`config.mk`:
```
export PLATFORM = sky130hd
export DESIGN_NAME = ndef_text_record_parser
export DESIGN_NICKNAME = d
export VERILOG_FILES = /design/src/hdl/ndef_pkg.sv /design/src/hdl/ndef_in_reg.sv /design/src/hdl/ndef_parse.sv /design/src/hdl/ndef_out_reg.sv /design/src/hdl/ndef_text_record_parser.sv
export SDC_FILE = /design/constraint.sdc
export NUM_CORES = 1
export LEC_CHECK = 0
export ABC_AREA = 1
export BUFFER_PORTS_ARGS = -buffer_cell sky130_fd_sc_hd__buf_2
export CAP_MARGIN = 20
export CORE_UTILIZATION = 35
export CTS_CLUSTER_DIAMETER = 100
export CTS_CLUSTER_SIZE = 10
export DETAILED_ROUTE_END_ITERATION = 10
export HOLD_SLACK_MARGIN = 0.02
export PLACE_DENSITY = 0.5
export SLEW_MARGIN = 0
export SYNTH_ARGS = -nofsm -noshare
export SYNTH_HDL_FRONTEND = slang
export SYNTH_SLANG_ARGS = --single-unit
```
`constraint.sdc`:
```
create_clock -name i_clk -period 4.5 [get_ports i_clk]
set_input_delay 0.45 -clock i_clk [delete_from_list [all_inputs] [get_ports i_clk]]
set_output_delay 0.45 -clock i_clk [all_outputs]
set_load 0.01 [all_outputs]
```
`src/hdl/ndef_pkg.sv`:
```
// Shared types and constants for the NDEF text record parser.
// No dependencies; every other file in hdl/ imports this package.
package ndef_pkg;

    localparam logic [7:0] TLV_NDEF_TAG   = 8'h03;
    localparam logic [7:0] TLV_LONG_LEN   = 8'hFF;
    localparam int unsigned HDR_ID_BIT    = 3;
    localparam logic [2:0] TNF_WELL_KNOWN = 3'd1;
    localparam logic [7:0] TYPE_TEXT      = 8'h54;

    typedef enum logic [2:0] {
        ST_OK        = 3'd0,
        ST_NO_TLV    = 3'd1,
        ST_LONG_LEN  = 3'd2,
        ST_NOT_TEXT  = 3'd3,
        ST_BAD_TNF   = 3'd4,
        ST_BAD_LEN   = 3'd5
    } t_status;

    typedef struct packed {
        logic       start_of_buffer;
        logic [7:0] data_byte;
    } t_in_item;

    typedef struct packed {
        logic       has_byte;
        t_status    status;
        logic [7:0] text_length;
        logic       last;
        logic [7:0] byte_index;
        logic [7:0] payload_byte;
    } t_result;

endpackage

```
`src/hdl/ndef_in_reg.sv`:
```
// Input register stage: captures one input transfer and holds it until the
// parser consumes it. Depends on ndef_pkg.
module ndef_in_reg (
    input  logic              i_clk,
    input  logic              i_rst_n,
    input  logic              i_valid,
    output logic              o_ready,
    input  ndef_pkg::t_in_item i_item,
    input  logic              i_take,
    output logic              o_valid,
    output ndef_pkg::t_in_item o_item
);
    import ndef_pkg::*;

    logic     r_valid;
    t_in_item r_item;

    // refill in the same cycle the held item is consumed
    assign o_ready = !r_valid || i_take;
    assign o_valid = r_valid;
    assign o_item  = r_item;

    always_ff @(posedge i_clk) begin
        if (!i_rst_n) begin
            r_valid <= 1'b0;
        end else if (o_ready) begin
            r_valid <= i_valid;
        end
    end

    always_ff @(posedge i_clk) begin
        if (o_ready && i_valid) begin
            r_item <= i_item;
        end
    end

endmodule

```
`src/hdl/ndef_parse.sv`:
```
// Record parser: header state and the per-byte field update that decides
// whether a byte yields a result. Depends on ndef_pkg.
module ndef_parse (
    input  logic               i_clk,
    input  logic               i_rst_n,
    input  logic               i_step,
    input  ndef_pkg::t_in_item i_item,
    output logic               o_res_valid,
    output ndef_pkg::t_result  o_res
);
    import ndef_pkg::*;

    typedef enum logic [3:0] {
        PH_IDLE, PH_TLVLEN, PH_HDR, PH_TYPELEN, PH_PAYLEN, PH_IDLEN,
        PH_TYPE, PH_IDSKIP, PH_LANGLEN, PH_LANGSKIP, PH_TEXT, PH_DONE
    } t_phase;

    t_phase     r_phase, n_phase;
    logic       r_id_flag, n_id_flag;
    logic [2:0] r_tnf, n_tnf;
    logic [7:0] r_type_len, n_type_len;
    logic [7:0] r_rec_len, n_rec_len;
    logic [7:0] r_skip_len, n_skip_len;
    logic [7:0] r_first_type, n_first_type;
    logic [7:0] r_remaining, n_remaining;
    logic [7:0] r_out_index, n_out_index;

    logic [7:0] b;
    logic [7:0] rem_dec;
    logic [7:0] skip_dec;
    logic [7:0] first_type;
    logic [7:0] text_len;

    assign b        = i_item.data_byte;
    assign rem_dec  = r_remaining - 8'd1;
    assign skip_dec = r_skip_len - 8'd1;
    assign first_type = (r_remaining == r_type_len) ? b : r_first_type;
    assign text_len = r_rec_len - b - 8'd1;

    always_comb begin
        n_phase      = r_phase;
        n_id_flag    = r_id_flag;
        n_tnf        = r_tnf;
        n_type_len   = r_type_len;
        n_rec_len    = r_rec_len;
        n_skip_len   = r_skip_len;
        n_first_type = r_first_type;
        n_remaining  = r_remaining;
        n_out_index  = r_out_index;
        o_res_valid  = 1'b0;
        o_res        = '0;
        o_res.status = ST_OK;

        if (i_item.start_of_buffer) begin
            // restart: clear the header fields, then check the TLV tag
            n_id_flag    = 1'b0;
            n_tnf        = '0;
            n_type_len   = '0;
            n_rec_len    = '0;
            n_skip_len   = '0;
            n_first_type = '0;
            n_remaining  = '0;
            n_out_index  = '0;
            if (b != TLV_NDEF_TAG) begin
                n_phase      = PH_DONE;
                o_res_valid  = 1'b1;
                o_res.last   = 1'b1;
                o_res.status = ST_NO_TLV;
            end else begin
                n_phase = PH_TLVLEN;
            end
        end else begin
            case (r_phase)
                PH_TLVLEN: begin
                    if (b == TLV_LONG_LEN) begin
                        n_phase      = PH_DONE;
                        o_res_valid  = 1'b1;
                        o_res.last   = 1'b1;
                        o_res.status = ST_LONG_LEN;
                    end else begin
                        n_phase = PH_HDR;
                    end
                end
                PH_HDR: begin
                    n_id_flag = b[HDR_ID_BIT];
                    n_tnf     = b[2:0];
                    n_phase   = PH_TYPELEN;
                end
                PH_TYPELEN: begin
                    n_type_len = b;
                    n_phase    = PH_PAYLEN;
                end
                PH_PAYLEN, PH_IDLEN: begin
                    if (r_phase == PH_PAYLEN) begin
                        n_rec_len = b;
                    end else begin
                        n_skip_len = b;
                    end
                    if (r_phase == PH_PAYLEN && r_id_flag) begin
                        n_phase = PH_IDLEN;
                    end else if (r_type_len == 8'd0) begin
                        n_phase      = PH_DONE;
                        o_res_valid  = 1'b1;
                        o_res.last   = 1'b1;
                        o_res.status = ST_NOT_TEXT;
                    end else begin
                        n_remaining = r_type_len;
                        n_phase     = PH_TYPE;
                    end
                end
                PH_TYPE: begin
                    n_first_type = first_type;
                    n_remaining  = rem_dec;
                    if (rem_dec == 8'd0) begin
                        if (first_type != TYPE_TEXT) begin
                            n_phase      = PH_DONE;
                            o_res_valid  = 1'b1;
                            o_res.last   = 1'b1;
                            o_res.status = ST_NOT_TEXT;
                        end else if (r_tnf != TNF_WELL_KNOWN) begin
                            n_phase      = PH_DONE;
                            o_res_valid  = 1'b1;
                            o_res.last   = 1'b1;
                            o_res.status = ST_BAD_TNF;
                        end else if (r_id_flag && r_skip_len != 8'd0) begin
                            n_remaining = r_skip_len;
                            n_phase     = PH_IDSKIP;
                        end else begin
                            n_phase = PH_LANGLEN;
                        end
                    end
                end
                PH_IDSKIP: begin
                    n_remaining = rem_dec;
                    if (rem_dec == 8'd0) begin
                        n_phase = PH_LANGLEN;
                    end
                end
                PH_LANGLEN: begin
                    // language field (length byte plus code) must fit the payload
                    if (b >= r_rec_len) begin
                        n_phase      = PH_DONE;
                        o_res_valid  = 1'b1;
                        o_res.last   = 1'b1;
                        o_res.status = ST_BAD_LEN;
                    end else begin
                        n_rec_len  = text_len;
                        n_skip_len = b;
                        if (b != 8'd0) begin
                            n_phase = PH_LANGSKIP;
                        end else begin
                            n_out_index = '0;
                            n_remaining = text_len;
                            if (text_len == 8'd0) begin
                                n_phase     = PH_DONE;
                                o_res_valid = 1'b1;
                                o_res.last  = 1'b1;
                            end else begin
                                n_phase = PH_TEXT;
                            end
                        end
                    end
                end
                PH_LANGSKIP: begin
                    n_skip_len = skip_dec;
                    if (skip_dec == 8'd0) begin
                        n_out_index = '0;
                        n_remaining = r_rec_len;
                        if (r_rec_len == 8'd0) begin
                            n_phase     = PH_DONE;
                            o_res_valid = 1'b1;
                            o_res.last  = 1'b1;
                        end else begin
                            n_phase = PH_TEXT;
                        end
                    end
                end
                PH_TEXT: begin
                    n_out_index        = r_out_index + 8'd1;
                    n_remaining        = rem_dec;
                    if (rem_dec == 8'd0) begin
                        n_phase = PH_DONE;
                    end
                    o_res_valid        = 1'b1;
                    o_res.payload_byte = b;
                    o_res.byte_index   = r_out_index;
                    o_res.last         = (r_remaining == 8'd1);
                    o_res.text_length  = r_rec_len;
                    o_res.has_byte     = 1'b1;
                end
                default: begin
                    // idle or done: drop the byte
                end
            endcase
        end
    end

    always_ff @(posedge i_clk) begin
        if (!i_rst_n) begin
            r_phase      <= PH_IDLE;
            r_id_flag    <= 1'b0;
            r_tnf        <= '0;
            r_type_len   <= '0;
            r_rec_len    <= '0;
            r_skip_len   <= '0;
            r_first_type <= '0;
            r_remaining  <= '0;
            r_out_index  <= '0;
        end else if (i_step) begin
            r_phase      <= n_phase;
            r_id_flag    <= n_id_flag;
            r_tnf        <= n_tnf;
            r_type_len   <= n_type_len;
            r_rec_len    <= n_rec_len;
            r_skip_len   <= n_skip_len;
            r_first_type <= n_first_type;
            r_remaining  <= n_remaining;
            r_out_index  <= n_out_index;
        end
    end

endmodule

```
`src/hdl/ndef_out_reg.sv`:
```
// Result register: holds one parser result until the downstream transfer.
// Depends on ndef_pkg.
module ndef_out_reg (
    input  logic              i_clk,
    input  logic              i_rst_n,
    input  logic              i_load,
    input  logic              i_res_valid,
    input  ndef_pkg::t_result i_res,
    input  logic              i_ready,
    output logic              o_free,
    output logic              o_valid,
    output ndef_pkg::t_result o_res
);
    import ndef_pkg::*;

    logic    r_valid;
    t_result r_res;

    // free when empty or being drained this cycle
    assign o_free  = !r_valid || i_ready;
    assign o_valid = r_valid;
    assign o_res   = r_res;

    always_ff @(posedge i_clk) begin
        if (!i_rst_n) begin
            r_valid <= 1'b0;
        end else if (o_free) begin
            r_valid <= i_load && i_res_valid;
        end
    end

    always_ff @(posedge i_clk) begin
        if (o_free && i_load && i_res_valid) begin
            r_res <= i_res;
        end
    end

endmodule

```
`src/hdl/ndef_text_record_parser.sv`:
```
// NDEF text record parser, top level: input register, parser, result register.
// Depends on ndef_pkg, ndef_in_reg, ndef_parse and ndef_out_reg.
//
// Usage: tag-memory bytes enter on the s_axis channel, one per transfer, with
// s_axis_tuser high on the first byte of a buffer (this restarts parsing).
// Text bytes leave on m_axis with their index and the net text length; a
// malformed buffer gives one result with tlast high and a nonzero status in
// m_axis_tuser. Bytes that produce nothing (headers, skipped ID and language
// bytes, anything before a start or after the final result) are dropped.
// Throughput: one byte per cycle while the result register is free; each byte
// takes a single pass through the header-update logic between the input and
// result registers. Path: the byte waits in the input register, is parsed
// combinationally, and its result is captured in the result register, which
// drives m_axis_tvalid.
// Stall: while a result waits with m_axis_tready low the result register holds,
// the parser stops, and the input register keeps one more byte before
// s_axis_tready drops. With the result register empty, bytes that give no
// result keep flowing.
// Reset (synchronous, active low) empties both registers and returns the
// parser to idle, waiting for a start byte.
module ndef_text_record_parser (
    input  logic        i_clk,
    input  logic        i_rst_n,
    input  logic        s_axis_tvalid,
    output logic        s_axis_tready,
    input  logic [7:0]  s_axis_tdata,   // [7:0] data_byte
    input  logic [0:0]  s_axis_tuser,   // [0] start_of_buffer
    output logic        m_axis_tvalid,
    input  logic        m_axis_tready,
    output logic [23:0] m_axis_tdata,   // [7:0] payload_byte, [15:8] byte_index,
                                        // [23:16] text_length
    output logic [3:0]  m_axis_tuser,   // [2:0] status, [3] has_byte
    output logic        m_axis_tlast
);
    import ndef_pkg::*;

    t_in_item in_item, held_item;
    t_result  res, out_res;
    logic     held_valid;
    logic     out_free;
    logic     step;
    logic     res_valid;

    assign in_item.data_byte       = s_axis_tdata;
    assign in_item.start_of_buffer = s_axis_tuser[0];
    assign step = held_valid && out_free;

    ndef_in_reg u_in (
        .i_clk   (i_clk),
        .i_rst_n (i_rst_n),
        .i_valid (s_axis_tvalid),
        .o_ready (s_axis_tready),
        .i_item  (in_item),
        .i_take  (out_free),
        .o_valid (held_valid),
        .o_item  (held_item)
    );

    ndef_parse u_parse (
        .i_clk       (i_clk),
        .i_rst_n     (i_rst_n),
        .i_step      (step),
        .i_item      (held_item),
        .o_res_valid (res_valid),
        .o_res       (res)
    );

    ndef_out_reg u_out (
        .i_clk       (i_clk),
        .i_rst_n     (i_rst_n),
        .i_load      (held_valid),
        .i_res_valid (res_valid),
        .i_res       (res),
        .i_ready     (m_axis_tready),
        .o_free      (out_free),
        .o_valid     (m_axis_tvalid),
        .o_res       (out_res)
    );

    assign m_axis_tdata = {out_res.text_length, out_res.byte_index, out_res.payload_byte};
    assign m_axis_tuser = {out_res.has_byte, out_res.status};
    assign m_axis_tlast = out_res.last;

endmodule
```
* Yosys cells after proc, flatten, opt, wreduce, memory -nomap -nowiden
Index checks and enable logic that the tools add are counted.
Storage, ports and cells: input bits 13, register bits after elaboration 96
Operators by class: equal/unequal tests 26, mux-type cells 77, magnitude comparators 1, bitwise gates (word level) 1, reduce and logical (&&, ||, !) cells 36, add/subtract/negate cells 5
Operators with widths (count):
- 8-bit two-way mux | 25
- 4-bit two-way mux | 14
- 8-bit case mux with 3 select lines | 2
- 8-bit logical NOT | 5
- 8-bit case mux with 5 select lines | 1
- 4-bit case mux with 9 select lines | 1
- 3-bit two-way mux | 8
- 8-bit by 1-bit subtractor with 8-bit output (second input constant) | 3
- 1-bit two-way mux | 20
- 4-bit by 3-bit == test with 1-bit output (second input constant) | 4
- 8-bit case mux with 2 select lines | 1
- 8-bit nonzero test | 2
- 3-bit by 2-bit inequality test with 1-bit output (second input constant) | 5
- 3-bit inequality test (second input constant) | 5
- 4-bit == test (second input constant) | 3
- 1-bit case mux with 6 select lines | 2
- 3-bit case mux with 4 select lines | 1
- 10-bit nonzero test | 1
- 8-bit by 1-bit adder with 8-bit output (second input constant) | 1
- 4-bit by 2-bit == test with 1-bit output (second input constant) | 2
- 8-bit by 1-bit == test with 1-bit output (second input constant) | 1
- 8-bit == test | 1
- 8-bit == test (second input constant) | 1
- 8-bit greater-or-equal comparator | 1
- other kinds (20) | 36

* Longest topological paths before layout
Gate-level depths: netlist of the first run.
depth after elaboration 9, gate-level depth with buffers 19, depth with buffers taken out 18

* Hierarchy
A second synthesis of the first run with hierarchy kept.
Unflattened totals: cell total of the unflattened synthesis 869, area total of the unflattened synthesis 6028.3 µm²
Modules (own cells, without submodules):
- ndef_parse | area each 4777.1 µm², seq. area each 1121.1 µm², cells each 815, instances 1
- ndef_out_reg | area each 922.1 µm², seq. area each 890.9 µm², cells each 36, instances 1
- ndef_in_reg | area each 321.6 µm², seq. area each 290.3 µm², cells each 16, instances 1
- ndef_text_record_parser | area each 7.5 µm², seq. area each 0.0 µm², cells each 2, instances 1

* Least setup slack after synthesis of the first run
Ideal clock, no wire load.
path kind reg-to-reg, start point reg u_in.r_item, in the netlist u_in.o_item[0], end point reg u_out.r_res, in the netlist u_out.o_res[0] (enable), setup slack 0.502 ns, data arrival time 3.573 ns, required time 4.075 ns, buffers on the path 0, stages on the path, launching flop included 15, setup time 0.425 ns, cell sequence edfxtp_1 -> inv_1 -> ha_1 -> inv_1 -> fa_1 -> o21ai_0 -> xnor2_1 -> nand3_1 -> nor2_1 -> nand3_1 -> nand2_1 -> nand2_1 -> nand4_1 -> nand3_1 -> a21oi_1
On the way: longest elaborated chain between the ends 9
Ends and longest elaborated chain:
- from (decl) | line ndef_in_reg.sv:16 | t_in_item r_item;
- from (signal assigned) | line ndef_in_reg.sv:33 | r_item <= i_item;
- 8-bit subtractor | line ndef_parse.sv:38 | assign text_len = r_rec_len - b - 8'd1;
- 8-bit by 1-bit subtractor with 8-bit output | line ndef_parse.sv:38
- 8-bit logical NOT | line ndef_parse.sv:154 | if (text_len == 8'd0) begin
- 1-bit two-way mux | line ndef_parse.sv:154
- 1-bit two-way mux | line ndef_parse.sv:149 | if (b != 8'd0) begin
- 1-bit two-way mux | line ndef_parse.sv:141 | if (b >= r_rec_len) begin
- 1-bit case mux with 6 select lines | line ndef_parse.sv:73 | case (r_phase)
- 1-bit two-way mux (*) | line ndef_parse.sv:54 | if (i_item.start_of_buffer) begin
- 1-bit logical AND (*) | line ndef_out_reg.sv:33 | if (o_free && i_load && i_res_valid) begin
- to (signal assigned) | line ndef_out_reg.sv:34 | r_res <= i_res;
- to (decl) | line ndef_out_reg.sv:17 | t_result r_res;
Mark *: on every way between the ends. The rest lies on a longest branch, timed or not. A chain may end at the register's enable or synchronous reset.

* Worst setup path after layout of the first run
start point reg u_parse.r_remaining[0], end point reg u_out.r_res, in the netlist u_out.o_res[4] (enable)
On the way: longest elaborated chain between the ends 8
Ends and longest elaborated chain:
- from (decl) | line ndef_parse.sv:25 | logic [7:0] r_remaining, n_remaining;
- from (signal assigned) | line ndef_parse.sv:217 | r_remaining <= n_remaining;
- branches (longest 4 deep; another with 8-bit by 1-bit subtractor with 8-bit output)
- 1-bit two-way mux (*) | line ndef_parse.sv:114 | if (rem_dec == 8'd0) begin
- 1-bit case mux with 6 select lines (*) | line ndef_parse.sv:73
- 1-bit two-way mux (*) | line ndef_parse.sv:54
- 1-bit logical AND (*) | line ndef_out_reg.sv:33
Every way passes the cells marked *.

==> results of run 1 <==
## power groups by stage
stage          combinational, mW  sequential, mW  clock, mW
2_1_floorplan              0.328           0.993          0
3_3_place_gp               0.481            1.00          0
3_5_place_dp               0.471            1.00          0
4_1_cts                    0.474           0.980      0.786
5_1_grt                    0.533           0.985      0.807
6_report                   0.481           0.980      0.770
## per-layer routing
metal	wire (um)	vias to the layer above	share of wire	GRT usage
met5	0	-	0	0
met4	522	0	0.027	0.08301
met3	1161	27	0.059	0.03103
met2	8464	193	0.43	0.3429
met1	9453	2692	0.48	0.3298
li1	-	2924	-	-
## worst min-delay path by stage
stage | endpoint | startpoint | slack [ns]
floorplan | u_parse.r_first_type[0] | u_parse.r_first_type[0] | 0.45
global placement | u_parse.r_first_type[0] | u_parse.r_first_type[0] | 0.45
detailed placement | u_parse.r_first_type[6] | u_parse.r_first_type[6] | 0.46
CTS | u_in.o_item[1] | s_axis_tdata[1] | 0.25
global route | u_in.o_item[3] | s_axis_tdata[3] | 0.25
finish | u_in.o_item[1] | s_axis_tdata[1] | 0.26
## cells in the final DEF, fill, tap and decap left out, types with 10 or more instances in the layout
cell,Yosys,layout
nand2_1,226,226
ha_1,21,21
nor2_1,82,82
nand3_1,54,54
o21ai_0,50,50
inv_1,110,110
buf_2,3,43
nor3_1,23,23
o22ai_1,14,14
dfxtp_1,58,58
a21oi_1,73,72
nand4_1,12,12
a211oi_1,10,10
edfxtp_1,38,38
nand2_2,12,12
## state kept, by name (all words and copies together) (netlist names), 3 cells and up
signal,count
u_parse.r_phase,4
u_in.o_item,9
u_parse.r_tnf,3
u_out.o_res,29
u_parse.r_first_type,8
u_parse.r_out_index,8
u_parse.r_rec_len,8
u_parse.r_type_len,8
u_parse.r_skip_len,8
u_parse.r_remaining,8
## cell families after synthesis
family,Yosys count,synth area share
xor+xnor,15,0.02187
flops,96,0.3832
fa+ha+maj,22,0.04706
buf+inv,136,0.08913
simple gates,424,0.3013
compound gates,166,0.1574
## synthesized netlist by cell type, drive strengths merged
cell	instances	area, um2
o21bai	1	7.510
nor4b	1	8.760
xnor2	8	70.07
edfxtp	38	1141
clkbuf	13	58.80
xor2	7	61.31
o21ai	52	264.0
o22ai	14	87.58
o21a	1	7.510
ha	21	262.8
a21o	2	15.01
a221oi	1	8.760
and3b	1	8.760
dfxtp	58	1161
o2111ai	1	8.760
buf	8	45.04
a211oi	10	75.07
a21oi	78	409.1
o31ai	1	21.27
o221ai	3	26.28
clkinv	2	7.510
nor3	23	115.1
fa	1	20.02
a22oi	2	15.01
nand4	12	75.07
inv	113	424.2
nand2	239	934.6
nor2	88	360.4
nand3	54	270.3
nor4	6	37.54
## cell type report
type / instances / area share
sequential: 96 / 0.3404
timing repair buffer: 52 / 0.04181
clock buffer: 9 / 0.03330
multi-input combinational: 627 / 0.4704
clock inverter: 7 / 0.009619
tap: 220 / 0.04070
inverter: 115 / 0.06382
## through the flow
step / instance area (um2) / setup slack, ns / power [mW] / hold slack (ns) / util
6_report: 6764 / 1.082 / 2.231 / 0.2647 / 0.4050
5_1_grt: 6764 / 0.8754 / 2.325 / 0.2533 / 0.4050
4_1_cts: 6764 / 1.091 / 2.239 / 0.2532 / 0.4050
3_3_place_gp: 6474 / 1.112 / 1.482 / 0.4538 / 0.3876
3_5_place_dp: 6474 / 1.124 / 1.472 / 0.4551 / 0.3876
2_1_floorplan: 6008 / 0.5018 / 1.321 / 0.4453 / -
==> impl_metrics.env, run 1 <==
export IMPL_cp_num_cells=12
export IMPL_critPathRequiredTime_ns=4.51
export IMPL_crit_arrival_ns=3.43
export IMPL_drv_slew=0
export IMPL_yosysUniqueCellTypes=42
export IMPL_grt_overflow_total=0
export IMPL_ir_worst_vdd_mv=0.1695
export IMPL_max_clock_freq_mhz=292.6
export IMPL_crit_fanout=29
export IMPL_cp_top_family="simple AND/OR/NAND/NOR gates"
export IMPL_cts_inserted_buffers=9
export IMPL_nFillCells=1821
export IMPL_first_global_vias=5395
export IMPL_reg2reg_depth=12
export IMPL_setup_worst_path_end_class="flop"
export IMPL_tightest_slew_ns=0.8869
export IMPL_cp_slowest_cell="xnor2_1"
export IMPL_seqPwrFrac=0.439
export IMPL_antenna_found_initial=0
export IMPL_fp_coreArea_mm2=0.01670
export IMPL_comb_power_share=0.215
export IMPL_die_x_um=133.0
export IMPL_synth_area_mm2=0.006008
export IMPL_final_cells=1126
export IMPL_nets=936
export IMPL_crit_path_cell_trace="inv_2 -> ha_1 -> xnor2_1 -> nand2_1 -> nor3_1 -> nand4_1 -> nor2_1 -> o21ai_1 -> nand4_1 -> nand3_1 -> a21oi_4 -> buf_4"
export IMPL_gp_congestion=0.9483
export IMPL_h_tree_depth=3
export IMPL_postCtsSetupRepairBufs=0
export IMPL_cts_repair_resize_count=0
export IMPL_start_kind="flop"
export IMPL_r2r_end="u_out.o_res[4]"
export IMPL_vias=5836
export IMPL_drt_pass1_iter_count=6
export IMPL_finalSetupViolCount=0
export IMPL_area_growth_pct=12.58
export IMPL_avgSynthCellArea_um2=6.994
export IMPL_fp_row_count=47
export IMPL_viasPerCell=5.183
export IMPL_setup_worst_path_class="reg2reg"
export IMPL_wirelength_um=19600
export IMPL_min_path_cells=1
export IMPL_root_buffer="clkbuf_16"
export IMPL_r2r_slack_ns=1.08
export IMPL_cpPeakStageDelay_ns=0.60
export IMPL_pwr_share_clk=0.345
export IMPL_drv_cap=0
export IMPL_die_area_mm2=0.01769
export IMPL_grtUsageTotal=0.2279
export IMPL_p_int_mw=1.474
export IMPL_drc=0
export IMPL_n_antenna_cell=0
export IMPL_ys_ff_latch=96
export IMPL_maxSlewHeadroom=0.4087
export IMPL_die_h_um=133.0
export IMPL_clk_pin_slew_ns=0.07
export IMPL_place_hpwl_um=14650
export IMPL_clk_path_buf_depth=2
export IMPL_cp_common_cell="nand4_1"
export IMPL_yosysWarnings=0
export IMPL_drt_iter0_drc=525
export IMPL_initial_core_util=0.3598
export IMPL_drtAntennaViolNets=0
export IMPL_startpoint="u_parse.r_remaining[0]"
export IMPL_syn_nets=894
export IMPL_p_sw_frac=0.3391
export IMPL_fin_tns_setup_ns=0
export IMPL_yosysSeqAreaShare=0.3832
export IMPL_outcome="finished clean"
export IMPL_leakagePower_nw=2.844
export IMPL_place_inst=1110
export IMPL_min_period_ns=3.418
export IMPL_rsz0062_at_grt="no"
export IMPL_power_switching_mw=0.7563
export IMPL_grt_max_degree=30
export IMPL_fin_crit_sh=0.7595
export IMPL_ios=44
export IMPL_drive_gt1_frac=0.1082
export IMPL_clk_latency_ns=0.36
export IMPL_powerDensity_mw_per_mm2=329.8
export IMPL_finClkSkew_ns=0.01208
export IMPL_r2r_start="u_parse.r_remaining[0]"
export IMPL_port_buffers=43
export IMPL_seq_area_mm2=0.002302
export IMPL_grt_pass1_wl_um=30550
export IMPL_ctsHoldBuffers=0
export IMPL_cp_buffers_inverters=2
export IMPL_syn_inst=859
export IMPL_finalHoldViolCount=0
export IMPL_crit_path_end="u_out.o_res[4]"
export IMPL_multiInputGateArea_mm2=0.003182
export IMPL_cts_sinks=96
export IMPL_wl_per_cell_um=17.41
export IMPL_cts_tree="yes"
export IMPL_hold_class="in2reg"
(Power assumes the default switching activity.)
==> inputs of run 2 (changes only) <==
--- a/config.mk
+++ b/config.mk
@@ -13,7 +13,7 @@
 export CTS_CLUSTER_SIZE = 10
 export DETAILED_ROUTE_END_ITERATION = 10
 export HOLD_SLACK_MARGIN = 0.02
-export PLACE_DENSITY = 0.5
+export PLACE_DENSITY = 0.52
 export SLEW_MARGIN = 0
 export SYNTH_ARGS = -nofsm -noshare
 export SYNTH_HDL_FRONTEND = slang
==> constraint.sdc (replaced) <==
create_clock -name i_clk -period 2.8 [get_ports i_clk]
set_input_delay 0.28 -clock i_clk [delete_from_list [all_inputs] [get_ports i_clk]]
set_output_delay 0.28 -clock i_clk [all_outputs]
set_load 0.01 [all_outputs]
==> impl_metrics.env, run 2 (synthesis gave the netlist of run 1 again) <==
export IMPL_ios=44
export IMPL_initial_core_util=0.3598
export IMPL_drive_gt1_frac=0.1693
export IMPL_drv_slew=0
export IMPL_die_x_um=133.0
export IMPL_r2r_start="u_in.o_item[0]"
export IMPL_r2r_slack_ns=0.09
export IMPL_root_buffer="clkbuf_16"
export IMPL_cts_tree="yes"
export IMPL_ir_worst_vdd_mv=0.3059
export IMPL_area_growth_pct=20.18
export IMPL_min_path_cells=1
export IMPL_fin_crit_sh=0.9682
export IMPL_final_cells=1171
export IMPL_place_hpwl_um=14550
export IMPL_finalSetupViolCount=0
export IMPL_cts_sinks=96
export IMPL_maxSlewHeadroom=0.2872
export IMPL_h_tree_depth=3
export IMPL_hold_class="in2reg"
export IMPL_die_h_um=133.0
export IMPL_crit_fanout=15
export IMPL_n_antenna_cell=0
export IMPL_setup_worst_path_end_class="flop"
export IMPL_drtAntennaViolNets=0
export IMPL_wl_per_cell_um=16.36
export IMPL_cts_inserted_buffers=9
export IMPL_port_buffers=43
export IMPL_final_area_mm2=0.007221
export IMPL_first_global_vias=5377
export IMPL_drc=0
export IMPL_rsz0062_at_grt="yes"
export IMPL_outcome="finished clean"
export IMPL_crit_arrival_ns=2.79
export IMPL_drv_cap=0
export IMPL_start_kind="flop"
export IMPL_grt_pass1_wl_um=29630
export IMPL_drt_pass1_iter_count=5
export IMPL_die_area_mm2=0.01769
export IMPL_holdCritStartpoint="s_axis_tuser"
export IMPL_grt_max_degree=26
export IMPL_finClkSkew_ns=0.009712
export IMPL_wirelength_um=19160
export IMPL_setup_worst_path_class="reg2reg"
export IMPL_grt_overflow_total=0
export IMPL_largest_register_ffs=29
export IMPL_nets=981
export IMPL_most_common_layout_cells="221 x nand2_1, 108 x inv_1, 79 x nor2_1"
export IMPL_startpoint="u_in.o_item[0]"
export IMPL_worstHoldEndpoint="u_in.o_item[8]"
export IMPL_vias=5884
export IMPL_fp_row_count=47
export IMPL_viasPerCell=5.025
export IMPL_clk_path_buf_depth=2
export IMPL_r2r_end="u_out.o_res[25]"
export IMPL_fp_coreArea_mm2=0.01670
export IMPL_final_common_cell="nand2_1"
export IMPL_dpl_cell_area_mm2=0.006862
export IMPL_finalHoldViolCount=0
export IMPL_met3WireLength_um=916
export IMPL_antenna_found_initial=0
export IMPL_clk_latency_ns=0.36
export IMPL_dr_max_layer_used="met4"
export IMPL_dr_wl_met2_um=8500
export IMPL_tightest_slew_ns=1.065
export IMPL_reg2reg_depth=15
export IMPL_leakagePower_nw=3.102
export IMPL_grtUsageTotal=0.2208
export IMPL_place_inst=1153
export IMPL_clk_pin_slew_ns=0.08
export IMPL_nFillCells=1789
export IMPL_wl_met1_um=9073
export IMPL_powerDensity_mw_per_mm2=509.6
export IMPL_critPathRequiredTime_ns=2.88
export IMPL_gp_congestion=0.9333
export IMPL_max_clock_freq_mhz=368.9
export IMPL_min_period_ns=2.711
export IMPL_drt_iter0_drc=402
-- run 2: cell type report --
cell class,instances,area [um2],area share
Multi-Input combinational cell,627,3262,0.4517
Sequential cell,96,2303,0.3190
Timing Repair Buffer,97,645.6,0.08941
Inverter,115,434.2,0.06013
Tap cell,220,275.3,0.03812
Clock buffer,9,225.2,0.03119
Clock inverter,7,75.07,0.01040
-- run 2: worst max path at each step --
stage                           end  slack [ns]  cells after the start
floorplan            u_out.o_res[0]       -0.03                     14
global placement    u_out.o_res[26]        0.09                     15
detailed placement  u_out.o_res[26]        0.08                     15
CTS                 u_out.o_res[25]        0.06                     15
global route        u_out.o_res[25]       -0.05                     16
finish              u_out.o_res[25]        0.09                     15
-- run 2: report_power, final --
part / leakage (nW) / switching (mW) / internal (mW)
registers: 0.817 / 0.0509 / 1.52
logic: 2.14 / 0.546 / 0.296
clock network: 0.144 / 0.639 / 0.632
-- run 2: repair_timing --
action / 4_1_cts / 5_1_grt
setup endpoints to repair: 0 / 65
buffers inserted: 0 / 2
resized for setup: 0 / 17
hold buffers: 0 / 0
-- run 2: worst max-delay path, stage by stage (launching register included) --
cell,delay [ns]
edfxtp_1,0.42
inv_2,0.10
ha_4,0.13
inv_2,0.04
fa_2,0.37
o21ai_4,0.17
xnor2_2,0.15
nand3_1,0.10
nor2_1,0.10
nand3_1,0.10
nand2_2,0.10
nand2_2,0.06
nand4_1,0.11
nand3_2,0.11
a21oi_4,0.20
buf_12,0.17
-- run 2: metal layers --
metal / up-vias / track usage
li1: 3023 / -
met2: 163 / 0.3397
met1: 2658 / 0.3048
met4: 0 / 0.1054
met5: - / 0
met3: 40 / 0.02874
-- run 2: through the flow --
stage | total power, mW | TNS (ns) | hold slack, ns | worst slack, ns | util
after detailed placement | 2.416 | 0 | 0.4545 | 0.08399 | 0.4108
after global routing | 3.855 | -1.161 | 0.07731 | -0.05070 | 0.4323
after floorplan | 2.131 | -0.9458 | 0.3789 | -0.03261 | -
final | 3.679 | 0 | 0.08612 | 0.08907 | 0.4323
after global placement | 2.423 | 0 | 0.4501 | 0.09259 | 0.4108
after CTS | 3.683 | 0 | 0.07887 | 0.06492 | 0.4288
